## src/sbcr_pkg.sv

```systemverilog
// Shared types and constants for the sphere against box collision response block.
// No dependencies; imported by every module of the block.
package sbcr_pkg;

    // Data words and magnitudes
    localparam int unsigned QW   = 32;   // one signed Q-format word
    localparam int unsigned MAGW = 31;   // magnitude of an offset or distance in contact
    localparam int unsigned SQW  = 62;   // squared distance in contact

    // Queue between the front and back parts
    localparam int unsigned FIFO_DEPTH = 4;
    localparam int unsigned FIFO_AW    = 2;

    // Division of the normal-velocity magnitude by five: floor(m / 5) is
    // (m * DIV5_MUL) >> DIV5_SHIFT for every m below 2^VMW.
    localparam int unsigned VMW         = 34;
    localparam int unsigned DIV5_SPLIT  = 17;
    localparam int unsigned DIV5_SHIFT  = 37;
    localparam int unsigned DIV5_MULW   = 35;
    localparam logic [DIV5_MULW-1:0] DIV5_MUL = 35'd27487790695;
    localparam int unsigned Q5W         = 32;  // width of floor(m / 5)
    localparam int unsigned KW          = 35;  // width of 1.2 times the magnitude
    localparam int unsigned SW          = 40;  // working width ahead of saturation

    typedef logic signed [QW-1:0] q_t;

    // Configuration register indexes
    typedef enum logic [2:0] {
        REG_MIN_X  = 3'd0,
        REG_MIN_Y  = 3'd1,
        REG_MIN_Z  = 3'd2,
        REG_MAX_X  = 3'd3,
        REG_MAX_Y  = 3'd4,
        REG_MAX_Z  = 3'd5,
        REG_RADIUS = 3'd6
    } reg_idx_t;

    // Box corners, axis 0 is x
    typedef struct packed {
        q_t [2:0] lo;
        q_t [2:0] hi;
    } box_t;

    // One classified item as it leaves the front part
    typedef struct packed {
        q_t [2:0]            pos;
        q_t [2:0]            vel;
        logic [2:0][MAGW-1:0] off_mag;
        logic [2:0]          off_neg;
        logic [SQW-1:0]      sq;
        logic                contact;
    } fr_item_t;

endpackage

```

## src/sbcr_fifo.sv

```systemverilog
// Short queue that decouples the front part from the back part.
// Depends on sbcr_pkg.
module sbcr_fifo (
    input  logic               aclk,
    input  logic               aresetn,
    input  logic               wr_valid,
    output logic               wr_ready,
    input  sbcr_pkg::fr_item_t wr_item,
    output logic               rd_valid,
    input  logic               rd_ready,
    output sbcr_pkg::fr_item_t rd_item
);
    import sbcr_pkg::*;

    fr_item_t             mem_reg [FIFO_DEPTH];
    logic [FIFO_AW-1:0]   wr_ptr_reg, rd_ptr_reg;
    logic [FIFO_AW:0]     count_reg;
    logic                 push, pop;

    assign wr_ready = (count_reg != (FIFO_AW+1)'(FIFO_DEPTH));
    assign rd_valid = (count_reg != '0);
    assign push     = wr_valid && wr_ready;
    assign pop      = rd_valid && rd_ready;
    assign rd_item  = mem_reg[rd_ptr_reg];

    // Pointers and fill count.
    always_ff @(posedge aclk) begin
        if (!aresetn) begin
            wr_ptr_reg <= '0;
            rd_ptr_reg <= '0;
            count_reg  <= '0;
        end else begin
            if (push) wr_ptr_reg <= wr_ptr_reg + 1'b1;
            if (pop)  rd_ptr_reg <= rd_ptr_reg + 1'b1;
            if (push && !pop) begin
                count_reg <= count_reg + 1'b1;
            end else if (pop && !push) begin
                count_reg <= count_reg - 1'b1;
            end
        end
    end

    // Storage.
    always_ff @(posedge aclk) begin
        if (push) mem_reg[wr_ptr_reg] <= wr_item;
    end

endmodule

```

## config.mk

```make
export PLATFORM = sky130hd
export DESIGN_NAME = sbcr_fifo
export DESIGN_NICKNAME = d
export VERILOG_FILES = /design/src/sbcr_pkg.sv /design/src/sbcr_fifo.sv
export SDC_FILE = /design/constraint.sdc
export NUM_CORES = 1
export LEC_CHECK = 0
export ABC_AREA = 1
export ABC_CLOCK_PERIOD_IN_PS = 15150
export BUFFER_PORTS_ARGS = -buffer_cell sky130_fd_sc_hd__buf_2
export CAP_MARGIN = 10
export CORE_MARGIN = 4
export CORE_UTILIZATION = 52
export DETAILED_ROUTE_END_ITERATION = 16
export PLACE_DENSITY = 0.8
export SLEW_MARGIN = 30
export SYNTH_ARGS = -nofsm -noshare
export SYNTH_HDL_FRONTEND = slang
export SYNTH_SLANG_ARGS = --single-unit
```

## constraint.sdc

```tcl
create_clock -name aclk -period 15.15 [get_ports aclk]
set_input_delay 0.7575 -clock aclk [delete_from_list [all_inputs] [get_ports aclk]]
set_output_delay 0.7575 -clock aclk [all_outputs]
set_load 0.02 [all_outputs]
```

* Word level (Yosys, flattened, before mapping)
Memories as Yosys holds them, arrays and structs flattened. A register that Yosys moved wholly into a read port is not among the register bits.
Cells that the tools add are included.
** Cells by class
- Equal/unequal tests :: 1
- Reductions and logical operators :: 8
- Add/subtract/negate cells :: 4
- Multiplexer cells :: 6
** Operator list (number)
- 3-bit two-way mux :: 2
- 2-bit by 1-bit adder with 2-bit output, second input constant :: 2
- 1-bit logical AND :: 4
- 2-bit two-way mux :: 2
- 3-bit by 1-bit adder with 3-bit output, second input constant :: 1
- 3-bit != test, second input constant :: 1
- 3-bit nonzero test :: 1
- 3-bit by 1-bit subtractor with 3-bit output, second input constant :: 1
- 1-bit zero test :: 2
- 1-bit two-way mux :: 2
- 2-bit nonzero test :: 1
** Word-level totals
- RAM bits :: 1404
- Output and inout bits :: 353
- Logic and storage cells :: 23
- Register bits :: 7
- Bits of input ports :: 355
- Memories :: 1
** Memory list
- mem_reg :: depth 4, bits a word 351, rd ports 1, clocked after Yosys merged registers in 1, write ports 1, RTL line sbcr_fifo.sv:15 : fr_item_t mem_reg [FIFO_DEPTH];

* Logic depth before layout (Yosys ltp)
Gate-level depths: netlist of run 1.
- Depth in word-level cells :: 6
- Mapped depth :: 13
- Gate-level depth less buffers :: 13

* Worst setup path before layout of run 1
No wires, ideal clock.
- Path type :: input to register
- Start point :: input port wr_valid
- End point :: memory mem_reg[0][0] in the netlist's numbering, enable pin
- Stages on the path :: 2
- Path buffers :: 0
- Library setup time :: 1073 ps
- Data required time :: 14077 ps
- Arrival time :: 15401 ps
- Setup slack :: -1324 ps
- Cells stage by stage :: nand2_1 > nor2_1
** Between the ends
- Cells in the longest elaborated chain, start to end :: 3
** RTL lines
- start, declared :: RTL line sbcr_fifo.sv:6 : input logic wr_valid,
- 1-bit logical AND :: RTL line sbcr_fifo.sv:22 : assign push = wr_valid && wr_ready;
- 1-bit two-way mux :: RTL line sbcr_fifo.sv:45 : if (push) mem_reg[wr_ptr_reg] <= wr_item;
- 1-bit two-way mux (implied by the code) :: RTL line sbcr_fifo.sv:45
- end, declared :: RTL line sbcr_fifo.sv:15
Every way passes these cells.

==> results.sh, run 1 <==
export IMPL_start_util_pct=52.66
export IMPL_worst_setup_path_end_kind="output pin"
export IMPL_cts_setup_buffers=0
export IMPL_final_util_pct=61.91
export IMPL_syn_area_mm2=0.05213
export IMPL_floorplan_die_area_mm2=0.1054
export IMPL_chipWidth_um=324.6
export IMPL_drive_gt1_share_pct=22.46
export IMPL_first_iter_violations=3315
export IMPL_dp_hpwl_mm=71.87
export IMPL_ctsResizeCount=0
export IMPL_fin_tns_setup_ns=0
export IMPL_path_clk_slew_ns=0.06
export IMPL_setup_violations=0
export IMPL_placed_area_mm2=0.05656
export IMPL_avgViaCountPerCell=5.846
export IMPL_worstPathArrival_ns=4.75
export IMPL_rsz0062_at_grt="no"
export IMPL_leakagePower_nw=21.21
export IMPL_cap_violations=0
export IMPL_worst_slack_ns=9.645
export IMPL_fill_cells=6776
export IMPL_min_path_type="input port to flip-flop"
export IMPL_grt_max_degree=230
export IMPL_drc=0
export IMPL_required_ns=14.39
export IMPL_slew_headroom_pct=30.48
export IMPL_syn_nets=3822
export IMPL_syn_to_final_growth_pct=17.57
export IMPL_largest_register_ff_count=1404
export IMPL_fp_row_count=115
export IMPL_slew_violations=0
export IMPL_final_common_cell="edfxtp_1"
export IMPL_cts_tree="yes"
export IMPL_yosysWarnings=0
export IMPL_syn_area_per_cell_um2=15.06
export IMPL_post_place_ws_ns=10.22
export IMPL_numCtsBuffers=138
export IMPL_core_region_area_mm2=0.09899
export IMPL_ys_types=18
export IMPL_gr_total_overflow=0
export IMPL_cts_root_buf="clkbuf_16"
export IMPL_hold_ws_ns=0.2247
export IMPL_netlist_instances=3461
export IMPL_p_per_area_mw_per_mm2=181.0
export IMPL_post_route_min_period_ns=5.505
export IMPL_routed_wl_mm=125.7
export IMPL_ys_seq_area_share_pct=81.22
export IMPL_finalHoldViolations=0
export IMPL_die_h_um=324.6
export IMPL_skew_ns=0.02737
export IMPL_ir_drop_v=0.0001728
export IMPL_io_buffers=707
export IMPL_postCtsHoldBufs=0
export IMPL_antenna_found_initial=61
export IMPL_synthDominantCellAreaShare_pct=80.87
export IMPL_wire_per_inst_um=22.65
export IMPL_grtUsageTotal_pct=22.72
export IMPL_ctsLongestPathBuffers=3
export IMPL_ioPinCount=708
export IMPL_fmax_ghz=0.1816
export IMPL_synth_seq_cells=1413
export IMPL_design_area_mm2=0.06129
export IMPL_htree_num_levels=4
export IMPL_cp_start_kind="flip-flop"
export IMPL_grt_pass1_vias=31170
export IMPL_yosysTopAreaCell="edfxtp_1"
export IMPL_antenna_left=0
export IMPL_layout_common_cells="edfxtp_1, nor2_1, buf_2"
export IMPL_clock_latency_ns=0.74
export IMPL_firstDrtPassIters=5
export IMPL_path_class="flip-flop to output pin"
export IMPL_cp_max_fo=98
export IMPL_grt_pass1_wl_mm=185.7
export IMPL_vias=32450
export IMPL_worst_slew_pin_slew_ns=1.043
export IMPL_synth_area_leaders="edfxtp_1, o21ai_0, nor2_1"
export IMPL_nNetsFinal=4480
export IMPL_status="completed"
export IMPL_cts_sinks=1413
export IMPL_gp_congestion=0.8171
export IMPL_min_period_over_period_pct=36.34
## power by group
part	switching [mW]	leakage [nW]	internal, mW
Clock	1.41	2.20	2.01
Sequential	0.110	12.9	4.75
Combinational	2.08	6.07	0.738
## critical path: stages, from the launching register on
cell and delay, ns:
dfxtp_4 0.88, buf_4 0.84, buf_4 0.66, buf_4 0.41
buf_16 0.31, o21ai_0 0.17, o22ai_1 0.32, buf_2 0.22
## routing by layer
metal | GRT usage (%) | share of wire [%] | vias up | wire length [um]
met5 | 0 | 0.22 | - | 276
li1 | - | - | 14510 | -
met1 | 27.76 | 35 | 15970 | 44560
met2 | 37.83 | 50 | 1613 | 62520
met4 | 8.314 | 3.4 | 46 | 4316
met3 | 7.763 | 11 | 311 | 14050
## Yosys cell counts
library cell / count
buf_6: 16
fa_1: 1
nand3_1: 4
a21oi_1: 3
o21ai_0: 703
inv_2: 2
buf_4: 21
nor2_1: 716
xor2_1: 1
edfxtp_1: 1404
clkbuf_1: 140
dfxtp_1: 9
ha_1: 5
o22ai_1: 351
inv_1: 14
nand2_1: 15
nand3b_1: 1
buf_2: 55
## cell families after synthesis
family / count (synthesis) / synth area share (%)
AOI/OAI and AO/OA: 1057 / 10.99
and+or+nand+nor: 736 / 5.316
adders and majority gates: 6 / 0.1584
buffers and inverters: 248 / 2.299
xor gates and xnor gates: 1 / 0.01680
DFF: 1413 / 81.22
## cell type report
class	instances	area [um2]	area share [%]
clock inverters	73	804.5	1.313
flip-flops and latches	1413	42350	69.09
well taps	1287	1610	2.627
multi-input cells	1800	8622	14.07
clock buffers	168	3694	6.026
repair buffers	750	4030	6.575
diodes	43	107.6	0.1756
inverters	16	75.07	0.1225
## per-stage QoR
step	std cells	power (mW)
floorplan	3461	6.908
global placement	5261	7.629
detailed placement	5262	7.698
CTS	5503	11.10
global route	5527	11.53
finish	5550	11.09
## final timing paths
path | cells past startpoint | slack, ns | start | endpoint
worst min-delay path | 1 | 0.22 | wr_item[29] | mem_reg[0][29]
worst max-delay path | 7 | 9.64 | flip-flop | rd_item[200]
worst max register to register | 7 | 10.47 | count_reg[0] | mem_reg[3][154]
worst min register to register | 2 | 0.49 | rd_ptr_reg[1] | flip-flop
No activity file was read; power rests on OpenSTA's default activity.
==> run 2: changes to the inputs <==
--- a/config.mk
+++ b/config.mk
@@ -5,14 +5,14 @@
 export SDC_FILE = /design/constraint.sdc
 export NUM_CORES = 1
 export LEC_CHECK = 0
-export ABC_AREA = 1
-export ABC_CLOCK_PERIOD_IN_PS = 15150
+export ABC_AREA = 0
+export ABC_CLOCK_PERIOD_IN_PS = 5600
 export BUFFER_PORTS_ARGS = -buffer_cell sky130_fd_sc_hd__buf_2
 export CAP_MARGIN = 10
 export CORE_MARGIN = 4
-export CORE_UTILIZATION = 52
+export CORE_UTILIZATION = 55
 export DETAILED_ROUTE_END_ITERATION = 16
-export PLACE_DENSITY = 0.8
+export PLACE_DENSITY = 0.81
 export SLEW_MARGIN = 30
 export SYNTH_ARGS = -nofsm -noshare
 export SYNTH_HDL_FRONTEND = slang
==> constraint.sdc (replaced) <==
create_clock -name aclk -period 5.6 [get_ports aclk]
set_input_delay 0.28 -clock aclk [delete_from_list [all_inputs] [get_ports aclk]]
set_output_delay 0.28 -clock aclk [all_outputs]
set_load 0.02 [all_outputs]
==> run 2 against run 1 <==
Against the previous run:
- cell area is 4.4% higher
- synthesized cell count is 46% lower
- clock-buffer cell count is 6 higher
- global-route usage is 6.0 points higher
- sequential share of layout area is 2.9 points lower
- routed wire length is 12% higher
- synthesized area is 1.9% lower
- combinational power grew to 2.9 times the previous value
- hold slack worse by 0.17 ns
- sequential power grew to 2.7 times the previous value
- utilization is 7.7 points higher
- critical path depth is 3 lower
- critical path type unchanged
- critical endpoint is now rd_item[214]
- highest routed layer unchanged
==> results.sh, run 2 <==
export IMPL_final_common_cell="edfxtp_1"
export IMPL_synth_area_leaders="edfxtp_1, mux4_2, buf_6"
export IMPL_syn_to_final_growth_pct=25.20
export IMPL_worstPathArrival_ns=3.12
export IMPL_cp_max_fo=73
export IMPL_leakagePower_nw=21.53
export IMPL_ctsResizeCount=0
export IMPL_skew_ns=0.02440
export IMPL_syn_nets=2242
export IMPL_synthArstFlopShare_pct=0
export IMPL_path_class="flip-flop to output pin"
export IMPL_min_path_type="input port to flip-flop"
export IMPL_layout_common_cells="edfxtp_1, buf_2, dlygate4sd3_1"
export IMPL_rsz0062_at_grt="no"
export IMPL_yosysWarnings=0
export IMPL_netlist_instances=1881
export IMPL_start_util_pct=55.61
export IMPL_nNetsFinal=3404
export IMPL_cts_tree="yes"
export IMPL_routed_wl_mm=140.9
export IMPL_synthDominantCellAreaShare_pct=82.46
export IMPL_status="completed"
export IMPL_fmax_ghz=0.2938
export IMPL_wire_per_inst_um=31.87
export IMPL_grtUsageTotal_pct=28.73
export IMPL_largest_register_ff_count=1404
export IMPL_avgViaCountPerCell=6.126
export IMPL_worst_slew_pin_slew_ns=0.9811
export IMPL_grt_pass1_vias=28430
export IMPL_grt_max_degree=134
export IMPL_drive_gt1_share_pct=41.07
export IMPL_gp_congestion=0.8351
export IMPL_fill_cells=5052
export IMPL_hold_ws_ns=0.05100
export IMPL_cp_start_kind="flip-flop"
export IMPL_p_per_area_mw_per_mm2=473.0
export IMPL_floorplan_die_area_mm2=0.09790
export IMPL_postCtsHoldBufs=353
export IMPL_ys_types=22
export IMPL_dp_hpwl_mm=69.75
export IMPL_worst_setup_path_end_kind="output pin"
export IMPL_required_ns=5.32
export IMPL_synth_seq_cells=1413
export IMPL_ys_flop_type="edfxtp_1"
export IMPL_ctsLongestPathBuffers=3
export IMPL_first_iter_violations=3667
export IMPL_vias=27080
export IMPL_chipWidth_um=312.9
export IMPL_yosysMostFrequentCell="edfxtp_1"
export IMPL_gr_total_overflow=0
export IMPL_htree_num_levels=4
export IMPL_grt_pass1_wl_mm=204.6
export IMPL_post_route_min_period_ns=3.404
export IMPL_cap_violations=0
export IMPL_numCtsBuffers=137
export IMPL_finalHoldViolations=0
export IMPL_cts_sinks=1413
export IMPL_ir_drop_v=0.0003632
export IMPL_die_h_um=312.9
export IMPL_syn_area_per_cell_um2=27.18
export IMPL_ioPinCount=708
export IMPL_ys_top_cells_by_count="edfxtp_1, mux4_2, buf_2, buf_6, dfxtp_1"
export IMPL_min_period_over_period_pct=60.79
export IMPL_slew_violations=0
export IMPL_antenna_left=0
export IMPL_cts_setup_buffers=0
export IMPL_worst_slack_ns=2.196
export IMPL_path_clk_slew_ns=0.07
export IMPL_setup_violations=0
export IMPL_post_place_ws_ns=2.711
export IMPL_io_buffers=707
export IMPL_firstDrtPassIters=6
export IMPL_drc=0
export IMPL_syn_area_mm2=0.05113
export IMPL_cts_root_buf="clkbuf_16"
export IMPL_slew_headroom_pct=34.59
export IMPL_fin_tns_setup_ns=0
export IMPL_clock_latency_ns=0.75
export IMPL_core_region_area_mm2=0.09194
export IMPL_yosysTopAreaCell="edfxtp_1"
export IMPL_synth_edf_count=1404
export IMPL_antenna_found_initial=19
export IMPL_ys_seq_area_share_pct=82.81
export IMPL_fp_row_count=111
run 2: cell types whose count changed in the layout (fill, tap and decap cells not counted), sizes merged, moves of 6 or more:
cell         change
o21ai          -702
diode           -14
dlygate4sd3    +353
inv              -9
bufinv          -10
clkbuf           +6
and2             +8
o22ai          -351
nor2           -715
mux4           +351
nand2           -10
run 2: per-layer routing:
metal  part of all wire, %  wire, um  GRT usage (%)  vias to the layer above
met3                    11     15740          7.947                      355
met2                    52     72770          48.24                     2178
met1                    33     46540          36.23                    13970
met4                   4.1      5761          10.93                        8
met5                 0.040        56              0                        -
li1                      -         -              -                    10570
run 2: worst paths after layout:
| path | start | end | slack [ns] | cells past startpoint |
|---|---|---|---|---|
| max | flip-flop | rd_item[214] | 2.20 | 4 |
| min | wr_valid | wr_ptr_reg[0] | 0.05 | 3 |
| max reg2reg | count_reg[0] | mem_reg[0][137] | 2.52 | 4 |
| min reg2reg | wr_ptr_reg[0] | wr_ptr_reg[0] | 0.52 | 2 |
run 2: critical path: stages, from the launching register on:
cell and delay, ns:
dfxtp_4 0.68, buf_12 0.30, buf_12 0.50, mux4_2 0.61, buf_2 0.18
run 2: per-stage QoR:
step | cell area, um2 | instances | util, % | power (mW)
2_1_floorplan | 51130 | 1881 | - | 18.57
3_3_place_gp | 56150 | 3792 | 61.07 | 20.69
3_5_place_dp | 56150 | 3792 | 61.07 | 20.88
4_1_cts | 63900 | 4389 | 69.50 | 29.97
5_1_grt | 63970 | 4405 | 69.58 | 31.25
6_report | 64010 | 4420 | 69.62 | 30.28
run 2: layout make-up:
| type | instances | area (um2) | share of cell area, % |
|---|---|---|---|
| sequential | 1413 | 42350 | 66.16 |
| multi-input combinational | 386 | 8194 | 12.80 |
| timing repair buffer | 1102 | 7612 | 11.89 |
| clock buffer | 174 | 3610 | 5.639 |
| tap | 1243 | 1555 | 2.430 |
| clock inverter | 70 | 608.1 | 0.9500 |
| antenna | 29 | 72.57 | 0.1134 |
| inverter | 3 | 11.26 | 0.01759 |
run 2: logic make-up after synthesis:
family,share of synthesized area [%]
AOI/OAI and AO/OA,0.07831
xor gates and xnor gates,0.06853
adders and majority gates,0.1615
buffers and inverters,1.180
DFF,82.81
muxes,15.52
and+or+nand+nor,0.1787
run 2: where the power goes:
part / leakage (nW) / switching, mW / total [mW] / internal, mW
sequential: 12.9 / 0.447 / 13.3 / 12.8
clock: 2.07 / 4.07 / 8.96 / 4.89
combinational: 6.52 / 4.87 / 8.02 / 3.15
